**config.mk**
```make
export PLATFORM = sky130hd
export DESIGN_NAME = bcd_signed_add_sub_shift
export DESIGN_NICKNAME = d
export VERILOG_FILES = /design/src/sv/bsas_pkg.sv /design/src/sv/bcd_signed_add_sub_shift.sv /design/src/sv/bsas_prep.sv /design/src/sv/bsas_resolve.sv /design/src/sv/bsas_pack.sv
export SDC_FILE = /design/constraint.sdc
export NUM_CORES = 2
export LEC_CHECK = 0
export BUFFER_PORTS_ARGS = -buffer_cell sky130_fd_sc_hd__buf_4
export CAP_MARGIN = 10
export CORE_AREA = 2 2 262 367
export CTS_CLUSTER_DIAMETER = 100
export CTS_CLUSTER_SIZE = 16
export DETAILED_ROUTE_END_ITERATION = 10
export DIE_AREA = 0 0 264 369
export PLACE_DENSITY_LB_ADDON = 0.2
export REMOVE_ABC_BUFFERS = 1
export SLEW_MARGIN = 5
export SYNTH_ARGS = -nofsm -noshare
export SYNTH_HDL_FRONTEND = slang
export SYNTH_HIERARCHICAL = 1
export SYNTH_SLANG_ARGS = --single-unit
```
**constraint.sdc**
```tcl
create_clock -name clk -period 61.4 [get_ports clk]
set_input_delay 12.28 -clock clk [delete_from_list [all_inputs] [get_ports clk]]
set_output_delay 12.28 -clock clk [all_outputs]
set_load 0.005 [all_outputs]
```
**src/sv/bsas_pkg.sv**
```systemverilog
// ----------------------------------------------------------------------------
// bsas_pkg
// Shared types and constants for the signed BCD add/subtract/shift unit.
// ----------------------------------------------------------------------------
package bsas_pkg;

  localparam int WORD_W    = 64;  // packed BCD port width, sixteen digits max
  localparam int COUNT_W   = 5;   // significant digit count, 0..16
  localparam int DSUM_W    = 5;   // one digit sum, 0..19

  localparam logic [3:0]        DIGIT_MAX = 4'd9;
  localparam logic [DSUM_W-1:0] DEC_BASE  = 5'd10;
  localparam logic [DSUM_W-1:0] DEC_NINE  = 5'd9;

  typedef enum logic [1:0] {
    KIND_ADD = 2'd0,
    KIND_SUB = 2'd1,
    KIND_DIV = 2'd2,
    KIND_MUL = 2'd3
  } kind_t;

  // control carried alongside the digit data out of the first stage
  typedef struct packed {
    kind_t kind;
    logic  sign_a;
    logic  sign_b_eff;  // sign of B after subtract flips it
    logic  same_sign;   // magnitudes add when set, subtract otherwise
    logic  shift_ovf;   // multiply by ten lost a nonzero top digit
  } ctl_t;

  // status of a resolved result
  typedef struct packed {
    logic sign;
    logic ovf;
  } stat_t;

endpackage

```
**src/sv/bcd_signed_add_sub_shift.sv**
```systemverilog
// ----------------------------------------------------------------------------
// bcd_signed_add_sub_shift
// Signed packed-BCD add, subtract, divide by ten and multiply by ten.
// ----------------------------------------------------------------------------
// Fixed-width signed decimal unit on sign-magnitude packed BCD (digit 0 in
// bits 3:0, DIGITS digits used, nibbles above nine read as nine, nibbles past
// the top digit ignored). kind selects add, subtract, divide by ten or
// multiply by ten. Add/subtract run a ten's complement decimal adder; when the
// magnitude does not fit, operand A comes back unchanged with overflow set.
// Multiply by ten overflows the same way when A's top digit is nonzero.
// A zero result is always positive, and digit_count gives the significant
// digits of result_mag (zero for a zero result).
// Timing: three register stages; one item is taken per cycle while op_stall
// is low. Stage 1 cleans digits and forms per-digit sums, stage 2 propagates
// decimal carries (one binary carry chain per adder) and selects the result,
// stage 3 counts digits and holds the output. res_stall holds every stage
// that has a valid item; empty stages still fill, so op_stall rises only once
// the pipe is full.
// ----------------------------------------------------------------------------
module bcd_signed_add_sub_shift #(
  parameter int DIGITS = 16  // 2..16
) (
  input  logic                          clk,
  input  logic                          rst,
  // operation channel
  input  logic                          op_valid,
  output logic                          op_stall,
  input  logic [1:0]                    kind,
  input  logic [bsas_pkg::WORD_W-1:0]   operand_a,
  input  logic                          sign_a,
  input  logic [bsas_pkg::WORD_W-1:0]   operand_b,
  input  logic                          sign_b,
  // result channel
  output logic                          res_valid,
  input  logic                          res_stall,
  output logic [bsas_pkg::WORD_W-1:0]   result_mag,
  output logic                          result_sign,
  output logic [bsas_pkg::COUNT_W-1:0]  digit_count,
  output logic                          overflow
);
  import bsas_pkg::*;

  // stage 1 -> stage 2
  logic                          s1_valid, s1_stall;
  ctl_t                          s1_ctl;
  logic [4*DIGITS-1:0]           s1_a_clean, s1_shift_mag;
  logic [DIGITS-1:0][DSUM_W-1:0] s1_x_sum, s1_x_ab, s1_x_ba;
  logic [DIGITS-1:0]             s1_g_sum, s1_p_sum, s1_g_ab, s1_p_ab, s1_g_ba, s1_p_ba;

  // stage 2 -> stage 3
  logic                          s2_valid, s2_stall;
  logic [4*DIGITS-1:0]           s2_mag;
  stat_t                         s2_stat;

  // digit cleanup, shifts, per-digit sums
  bsas_prep #(.DIGITS(DIGITS)) u_prep (
    .clk       (clk),
    .rst       (rst),
    .up_valid  (op_valid),
    .up_stall  (op_stall),
    .kind      (kind),
    .operand_a (operand_a),
    .sign_a    (sign_a),
    .operand_b (operand_b),
    .sign_b    (sign_b),
    .dn_valid  (s1_valid),
    .dn_stall  (s1_stall),
    .ctl       (s1_ctl),
    .a_clean   (s1_a_clean),
    .shift_mag (s1_shift_mag),
    .x_sum     (s1_x_sum),
    .x_ab      (s1_x_ab),
    .x_ba      (s1_x_ba),
    .g_sum     (s1_g_sum),
    .p_sum     (s1_p_sum),
    .g_ab      (s1_g_ab),
    .p_ab      (s1_p_ab),
    .g_ba      (s1_g_ba),
    .p_ba      (s1_p_ba)
  );

  // carry chains and result select
  bsas_resolve #(.DIGITS(DIGITS)) u_resolve (
    .clk       (clk),
    .rst       (rst),
    .up_valid  (s1_valid),
    .up_stall  (s1_stall),
    .ctl       (s1_ctl),
    .a_clean   (s1_a_clean),
    .shift_mag (s1_shift_mag),
    .x_sum     (s1_x_sum),
    .x_ab      (s1_x_ab),
    .x_ba      (s1_x_ba),
    .g_sum     (s1_g_sum),
    .p_sum     (s1_p_sum),
    .g_ab      (s1_g_ab),
    .p_ab      (s1_p_ab),
    .g_ba      (s1_g_ba),
    .p_ba      (s1_p_ba),
    .dn_valid  (s2_valid),
    .dn_stall  (s2_stall),
    .mag       (s2_mag),
    .stat      (s2_stat)
  );

  // digit count, sign cleanup, output register
  bsas_pack #(.DIGITS(DIGITS)) u_pack (
    .clk         (clk),
    .rst         (rst),
    .up_valid    (s2_valid),
    .up_stall    (s2_stall),
    .mag         (s2_mag),
    .stat        (s2_stat),
    .dn_valid    (res_valid),
    .dn_stall    (res_stall),
    .result_mag  (result_mag),
    .result_sign (result_sign),
    .digit_count (digit_count),
    .overflow    (overflow)
  );

endmodule

```
**src/sv/bsas_prep.sv**
```systemverilog
// ----------------------------------------------------------------------------
// bsas_prep
// Stage 1: digit cleanup, op decode, decimal shifts, per-digit sums with
// generate/propagate flags for the three decimal adders.
// ----------------------------------------------------------------------------
module bsas_prep #(
  parameter int DIGITS = 16
) (
  input  logic                          clk,
  input  logic                          rst,
  input  logic                          up_valid,
  output logic                          up_stall,
  input  logic [1:0]                    kind,
  input  logic [bsas_pkg::WORD_W-1:0]   operand_a,
  input  logic                          sign_a,
  input  logic [bsas_pkg::WORD_W-1:0]   operand_b,
  input  logic                          sign_b,
  output logic                          dn_valid,
  input  logic                          dn_stall,
  output bsas_pkg::ctl_t                ctl,
  output logic [4*DIGITS-1:0]           a_clean,
  output logic [4*DIGITS-1:0]           shift_mag,
  output logic [DIGITS-1:0][bsas_pkg::DSUM_W-1:0] x_sum,
  output logic [DIGITS-1:0][bsas_pkg::DSUM_W-1:0] x_ab,
  output logic [DIGITS-1:0][bsas_pkg::DSUM_W-1:0] x_ba,
  output logic [DIGITS-1:0]             g_sum,
  output logic [DIGITS-1:0]             p_sum,
  output logic [DIGITS-1:0]             g_ab,
  output logic [DIGITS-1:0]             p_ab,
  output logic [DIGITS-1:0]             g_ba,
  output logic [DIGITS-1:0]             p_ba
);
  import bsas_pkg::*;

  logic                            hold;
  logic [4*DIGITS-1:0]             ma, mb;
  kind_t                           kind_in;
  ctl_t                            ctl_next;
  logic [4*DIGITS-1:0]             shift_next;
  logic [DIGITS-1:0][DSUM_W-1:0]   xs_next, xab_next, xba_next;

  assign hold     = dn_valid && dn_stall;
  assign up_stall = hold;
  assign kind_in  = kind_t'(kind);

  // digits above nine read as nine, digits beyond the top are dropped
  always_comb begin
    for (int i = 0; i < DIGITS; i++) begin
      ma[4*i +: 4] = (operand_a[4*i +: 4] > DIGIT_MAX) ? DIGIT_MAX : operand_a[4*i +: 4];
      mb[4*i +: 4] = (operand_b[4*i +: 4] > DIGIT_MAX) ? DIGIT_MAX : operand_b[4*i +: 4];
    end
  end

  always_comb begin
    ctl_next.kind       = kind_in;
    ctl_next.sign_a     = sign_a;
    ctl_next.sign_b_eff = (kind_in == KIND_SUB) ? !sign_b : sign_b;
    ctl_next.same_sign  = (sign_a == ctl_next.sign_b_eff);
    ctl_next.shift_ovf  = (ma[4*(DIGITS-1) +: 4] != 4'd0);
    if (kind_in == KIND_MUL) begin
      shift_next = {ma[4*DIGITS-5:0], 4'd0};
    end else begin
      shift_next = {4'd0, ma[4*DIGITS-1:4]};
    end
  end

  // A+B, A+9c(B), B+9c(A) digit by digit; the +1 goes in as carry later
  always_comb begin
    for (int i = 0; i < DIGITS; i++) begin
      xs_next[i]  = {1'b0, ma[4*i +: 4]} + {1'b0, mb[4*i +: 4]};
      xab_next[i] = {1'b0, ma[4*i +: 4]} + (DEC_NINE - {1'b0, mb[4*i +: 4]});
      xba_next[i] = {1'b0, mb[4*i +: 4]} + (DEC_NINE - {1'b0, ma[4*i +: 4]});
    end
  end

  always_ff @(posedge clk) begin
    if (rst) begin
      dn_valid <= 1'b0;
    end else if (!hold) begin
      dn_valid <= up_valid;
    end
  end

  always_ff @(posedge clk) begin
    if (!hold) begin
      ctl       <= ctl_next;
      a_clean   <= ma;
      shift_mag <= shift_next;
      x_sum     <= xs_next;
      x_ab      <= xab_next;
      x_ba      <= xba_next;
      for (int i = 0; i < DIGITS; i++) begin
        g_sum[i] <= (xs_next[i]  >= DEC_BASE);
        p_sum[i] <= (xs_next[i]  == DEC_NINE);
        g_ab[i]  <= (xab_next[i] >= DEC_BASE);
        p_ab[i]  <= (xab_next[i] == DEC_NINE);
        g_ba[i]  <= (xba_next[i] >= DEC_BASE);
        p_ba[i]  <= (xba_next[i] == DEC_NINE);
      end
    end
  end

endmodule

```
**src/sv/bsas_resolve.sv**
```systemverilog
// ----------------------------------------------------------------------------
// bsas_resolve
// Stage 2: decimal carry propagation, digit correction and result select.
// ----------------------------------------------------------------------------
module bsas_resolve #(
  parameter int DIGITS = 16
) (
  input  logic                          clk,
  input  logic                          rst,
  input  logic                          up_valid,
  output logic                          up_stall,
  input  bsas_pkg::ctl_t                ctl,
  input  logic [4*DIGITS-1:0]           a_clean,
  input  logic [4*DIGITS-1:0]           shift_mag,
  input  logic [DIGITS-1:0][bsas_pkg::DSUM_W-1:0] x_sum,
  input  logic [DIGITS-1:0][bsas_pkg::DSUM_W-1:0] x_ab,
  input  logic [DIGITS-1:0][bsas_pkg::DSUM_W-1:0] x_ba,
  input  logic [DIGITS-1:0]             g_sum,
  input  logic [DIGITS-1:0]             p_sum,
  input  logic [DIGITS-1:0]             g_ab,
  input  logic [DIGITS-1:0]             p_ab,
  input  logic [DIGITS-1:0]             g_ba,
  input  logic [DIGITS-1:0]             p_ba,
  output logic                          dn_valid,
  input  logic                          dn_stall,
  output logic [4*DIGITS-1:0]           mag,
  output bsas_pkg::stat_t               stat
);
  import bsas_pkg::*;

  // carry into every digit plus carry out, via one binary add over g and g|p
  function automatic logic [DIGITS:0] carry_vec(input logic [DIGITS-1:0] g,
                                                input logic [DIGITS-1:0] p,
                                                input logic cin);
    logic [DIGITS-1:0] t;
    logic [DIGITS:0]   s;
    t = g | p;
    s = {1'b0, t} + {1'b0, g} + {{DIGITS{1'b0}}, cin};
    return {s[DIGITS], s[DIGITS-1:0] ^ t ^ g};
  endfunction

  function automatic logic [4*DIGITS-1:0] fix_digits(
      input logic [DIGITS-1:0][DSUM_W-1:0] x, input logic [DIGITS:0] c);
    logic [DSUM_W-1:0]   v;
    logic [4*DIGITS-1:0] r;
    for (int i = 0; i < DIGITS; i++) begin
      v = x[i] + {{(DSUM_W-1){1'b0}}, c[i]};
      if (v >= DEC_BASE) v = v - DEC_BASE;
      r[4*i +: 4] = v[3:0];
    end
    return r;
  endfunction

  logic                hold;
  logic [DIGITS:0]     c_sum, c_ab, c_ba;
  logic [4*DIGITS-1:0] d_sum, d_ab, d_ba;
  logic [4*DIGITS-1:0] mag_next;
  stat_t               stat_next;

  assign hold     = dn_valid && dn_stall;
  assign up_stall = hold;

  always_comb begin
    c_sum = carry_vec(g_sum, p_sum, 1'b0);
    c_ab  = carry_vec(g_ab,  p_ab,  1'b1);
    c_ba  = carry_vec(g_ba,  p_ba,  1'b1);
    d_sum = fix_digits(x_sum, c_sum);
    d_ab  = fix_digits(x_ab,  c_ab);
    d_ba  = fix_digits(x_ba,  c_ba);
  end

  always_comb begin
    mag_next       = a_clean;
    stat_next.sign = ctl.sign_a;
    stat_next.ovf  = 1'b0;
    unique case (ctl.kind)
      KIND_ADD, KIND_SUB: begin
        if (ctl.same_sign) begin
          if (c_sum[DIGITS]) begin
            stat_next.ovf = 1'b1;
          end else begin
            mag_next = d_sum;
          end
        end else if (c_ab[DIGITS]) begin
          // carry out of A-B means |A| >= |B|
          mag_next = d_ab;
        end else begin
          mag_next       = d_ba;
          stat_next.sign = ctl.sign_b_eff;
        end
      end
      KIND_DIV: begin
        mag_next = shift_mag;
      end
      KIND_MUL: begin
        if (ctl.shift_ovf) begin
          stat_next.ovf = 1'b1;
        end else begin
          mag_next = shift_mag;
        end
      end
      default: begin
        mag_next = a_clean;
      end
    endcase
  end

  always_ff @(posedge clk) begin
    if (rst) begin
      dn_valid <= 1'b0;
    end else if (!hold) begin
      dn_valid <= up_valid;
    end
  end

  always_ff @(posedge clk) begin
    if (!hold) begin
      mag  <= mag_next;
      stat <= stat_next;
    end
  end

endmodule

```
**src/sv/bsas_pack.sv**
```systemverilog
// ----------------------------------------------------------------------------
// bsas_pack
// Stage 3: zero test, significant digit count, sign cleanup, output register.
// ----------------------------------------------------------------------------
module bsas_pack #(
  parameter int DIGITS = 16
) (
  input  logic                          clk,
  input  logic                          rst,
  input  logic                          up_valid,
  output logic                          up_stall,
  input  logic [4*DIGITS-1:0]           mag,
  input  bsas_pkg::stat_t               stat,
  output logic                          dn_valid,
  input  logic                          dn_stall,
  output logic [bsas_pkg::WORD_W-1:0]   result_mag,
  output logic                          result_sign,
  output logic [bsas_pkg::COUNT_W-1:0]  digit_count,
  output logic                          overflow
);
  import bsas_pkg::*;

  logic               hold;
  logic               is_zero;
  logic [COUNT_W-1:0] count_next;

  assign hold     = dn_valid && dn_stall;
  assign up_stall = hold;
  assign is_zero  = (mag == '0);

  // highest nonzero digit wins
  always_comb begin
    count_next = '0;
    for (int i = 0; i < DIGITS; i++) begin
      if (mag[4*i +: 4] != 4'd0) count_next = COUNT_W'(i + 1);
    end
  end

  always_ff @(posedge clk) begin
    if (rst) begin
      dn_valid <= 1'b0;
    end else if (!hold) begin
      dn_valid <= up_valid;
    end
  end

  always_ff @(posedge clk) begin
    if (!hold) begin
      result_mag  <= WORD_W'(mag);
      result_sign <= stat.sign && !is_zero;
      digit_count <= count_next;
      overflow    <= stat.ovf;
    end
  end

endmodule
```
# Yosys cells after proc, flatten, opt, wreduce, memory -nomap -nowiden
# Index checks and enable logic that the tools add are counted.
# W data, S select, Z words.
op_classes:
  add_sub_neg: 181
  magnitude_cmp: 128
  eq_ne: 54
  muxes: 109
  n_bitwise: 9
  n_reduce_logical: 26
ops:
  columns: ["op", "count"]
  rows:
  - ["$ge A5 B4 Y1 const B", 96]
  - ["$mux W4", 88]
  - ["$mux W64", 4]
  - ["$add A5 B1 Y5", 48]
  - ["$eq A5 B4 Y1 const B", 48]
  - ["$pmux W64 S3", 1]
  - ["$sub A4 B4 Y4 const B", 48]
  - ["$add A4 B5 Y5", 32]
  - ["$sub A4 B4 Y5 const A", 32]
  - ["$gt A4 B4 Y1 const B", 32]
  - ["$xor A16 B16 Y16", 6]
  - ["$add A4 B4 Y5", 16]
  - ["$reduce_bool A4 Y1", 17]
  - ["$logic_not A64 Y1", 1]
  - ["$mux W60", 1]
  - ["$or A16 B16 Y16", 3]
  - ["$add A16 B16 Y17", 2]
  - ["$add A17 B1 Y17 const B", 1]
  - ["$add A16 B1 Y16 const B", 1]
  - ["$add A16 B16 Y16", 1]
  - ["$mux W3", 4]
  - ["$mux W1", 8]
  - ["$eq A2 B2 Y1 const B", 3]
  - ["$eq A2 B1 Y1 const B", 2]
  - ["7 further kinds", 12]
word_totals:
  ff_bits: 610
  input_bits: 136
  out_inout_bits: 73
  elab_cells: 580

# Logic depth before layout (Yosys ltp)
logic_depth:
  depth_word: 16
  ltp_mapped: 19
  depth_no_buf: 19

# Hierarchy
# The synthesis kept the hierarchy.
modules_own_cells:
  columns: ["mod", "instances", "cells_per_inst", "area_each_um2", "seq_area_each_um2"]
  rows:
  - ["bsas_prep", 1, 1946, 24085.6, 13653.1]
  - ["bsas_resolve", 1, 1610, 12629.6, 2001.9]
  - ["bsas_pack", 1, 121, 2511.2, 2152.1]

# Worst setup path after synthesis
# OpenSTA, ideal clock, no wires.
synth_timing:
  kind: "input to output"
  from: "input port res_stall"
  to: "output port op_stall"
  t_arrival_ns: 25.998
  required_ns: 49.120
  slack_ns: 23.122
  cell_stages: 6
  path_buffers: 0
  cell_sequence: "nand2_1 inv_1 nand2_1 inv_1 nand2_1 inv_1"
synth_via:
  elab_chain_len: 3
synth_lines:
  columns: ["element", "line_no", "rtl"]
  rows:
  - ["from (decl)", "bcd_signed_add_sub_shift.sv:35", "input logic res_stall,"]
  - ["$logic_and A1 B1 Y1", "bsas_pack.sv:27", "assign hold = dn_valid && dn_stall;"]
  - ["named net s2_stall", "bcd_signed_add_sub_shift.sv:51", "logic s2_valid, s2_stall;"]
  - ["$logic_and A1 B1 Y1", "bsas_resolve.sv:60", "assign hold = dn_valid && dn_stall;"]
  - ["named net s1_stall", "bcd_signed_add_sub_shift.sv:44", "logic s1_valid, s1_stall;"]
  - ["$logic_and A1 B1 Y1", "bsas_prep.sv:42", "assign hold = dn_valid && dn_stall;"]
  - ["to (decl)", "bcd_signed_add_sub_shift.sv:27", "output logic op_stall,"]
# The timed path passes the listed nets, and every way through them passes these cells.

# Final worst setup path
# Same ends and word-level chain as after synthesis.

==> flow_summary.json <==
{
  "period_share": 0.437,
  "fin_tns_setup_ps": 0,
  "ir_worst_vdd_v": 0.0000185,
  "via_per_inst": 5.41,
  "crit_fanout": 67,
  "grt_pass1_wl_mm": 161,
  "fmax_mhz": 37.2,
  "die-area_sq_um": 97400,
  "gr-usage-met3": 0.0238,
  "drive_gt1_frac": 0.105,
  "crit_arrival_ps": 14570,
  "p_per_area_nw_per_um2": 31.7,
  "dr_total_vias": 27300,
  "grt_max_degree": 79,
  "fin_skew_ps": 17.7,
  "drc_errors": 0,
  "fin_area_sq_um": 42900,
  "fp.dieW_um": 264,
  "cp-end-kind": "output port",
  "dpl_cell_area_sq_um": 41800,
  "place.port_buffers": 208,
  "cts_made_buffers": 42,
  "status": "complete, no violations",
  "cts-resized-gates": 0,
  "dr.pass1.iters": 6,
  "hold_viol": 0,
  "grt_use_met2": 0.407,
  "p_leak_nw": 18.1,
  "cts_tree": "yes",
  "final_antenna_net_count": 0,
  "synth_area_sq_um": 39100,
  "relSlewSlack": 0.252,
  "cp.required_ps": 49120,
  "busiest_layer": "met2",
  "yosys_warnings": 6,
  "setup_viol": 0,
  "synthCells": 3669,
  "startpoint_type": "primary input",
  "layout_min_cycle_time_ps": 26850,
  "cts.sinks": 591,
  "rsz0062_at_grt": "false",
  "syn2layout_area_growth_pct": 9.77,
  "fp.coreArea_sq_um": 93900,
  "use_met1": 0.262,
  "overflow": 0,
  "hold_buffers": 0,
  "r2r_slack_ps": 56010,
  "hpwl_mm": 81.2,
  "antenna_found_initial": 3,
  "syn_area_per_cell_sq_um": 10.7,
  "clkTransAtPathRegs_ps": 70,
  "cts_htree_levels": 2,
  "clk_latency_ps": 600,
  "clock_path_buffers": 3,
  "hold_slack_ps": 425,
  "maxSlewViolCount": 0,
  "die_y_um": 369,
  "wl_mm": 109,
  "drtIter0Drc": 1939,
  "cts_setup_buffers": 0,
  "start_util": 0.417,
  "maxCapViolCount": 0,
  "routabilityCongestion": 0.883,
  "grt_usage": 0.220,
  "critPathKind": "in -> out",
  "rows": 133,
  "num_io_pins": 209,
  "wl_per_cell_um": 21.5,
  "worst_pin_slew_ps": 1120,
  "hp-class": "reg -> reg",
  "grt_pass1_vias": 27000,
  "cts_root_buffer": "clkbuf_16",
  "fin_nets": 4359
}
-- layer usage --
| metal | vias to the layer above | wire length (um) |
|---|---|---|
| met4 | 2 | 3860 |
| met1 | 13200 | 44200 |
| met3 | 153 | 4680 |
| met5 | - | 13 |
| met2 | 644 | 55900 |
| li1 | 13300 | - |
-- worst max-delay path, stage by stage --
cell and delay (ps):
buf_4 120, nand2_4 220, inv_1 130, nand2_4 60
buf_4 790, inv_1 220, nand2_4 460, inv_1 120
buf_4 160
-- power breakdown --
| part | total [mW] | switching (mW) | leakage (nW) | internal, mW |
|---|---|---|---|---|
| clock | 0.270 | 0.138 | 0.565 | 0.131 |
| sequential | 0.592 | 0.0538 | 6.42 | 0.538 |
| combinational | 0.498 | 0.281 | 11.1 | 0.217 |
-- sequential cells by signal, indices dropped and copies added (netlist names), 6 cells and up --
name	count
u_prep/g_sum	16
u_prep/p_sum	15
u_prep/a_clean	64
u_prep/p_ba	15
u_prep/x_ab	71
u_pack/result_mag	64
u_prep/shift_mag	64
u_prep/x_ba	73
u_prep/x_sum	80
u_prep/g_ba	15
u_prep/ctl	6
u_resolve/mag	64
u_prep/p_ab	16
u_prep/g_ab	16
-- through the flow --
stage	instances	setup WS (ps)	utilization	power, mW
3_3_place_gp	4991	34430	0.445	1.09
4_1_cts	5045	34420	0.457	1.37
2_1_floorplan	3540	23190	-	0.923
5_1_grt	5045	34250	0.457	1.44
3_5_place_dp	4991	34420	0.445	1.10
6_report	5046	34550	0.457	1.36
-- placed cells by master, fill, tap and decap left out, types with 14 or more instances in the layout --
| cell | instances |
|---|---|
| nand3b_1 | 37 |
| ha_1 | 381 |
| a21oi_1 | 174 |
| nor2_1 | 137 |
| nor2b_1 | 59 |
| o31ai_1 | 14 |
| clkbuf_16 | 45 |
| mux2_2 | 22 |
| o21bai_1 | 31 |
| xnor2_1 | 251 |
| nand2_1 | 391 |
| nor3_1 | 50 |
| a21o_1 | 56 |
| o21a_1 | 32 |
| mux2i_1 | 102 |
| fa_1 | 22 |
| edfxtp_1 | 588 |
| a211oi_1 | 17 |
| o21ai_0 | 169 |
| nand2b_1 | 70 |
| xor2_1 | 88 |
| buf_4 | 236 |
| nand3_1 | 148 |
| inv_1 | 325 |
| o211ai_1 | 37 |
| nor4_1 | 21 |
| a21boi_0 | 24 |
-- final cells by class --
type,instances,area [sq um]
Fill cell,8910,50900
Multi-Input combinational cell,2612,19500
Sequential cell,591,17700
Timing Repair Buffer,236,1770
Tap cell,1215,1520
Inverter,337,1270
Clock buffer,54,1160
Antenna cell,1,2.50
-- path summary, 6_finish.rpt --
kind / startpoint / end / cells after the start
hold reg to reg: u_resolve/stat[0] / u_pack/overflow / 0
setup / recovery: res_stall / op_stall / 9
setup reg to reg: u_prep/p_ba[0] / u_resolve/mag[58] / 18
hold / removal: u_resolve/stat[0] / u_pack/overflow / 0
Power figures use the tool's default switching activity.
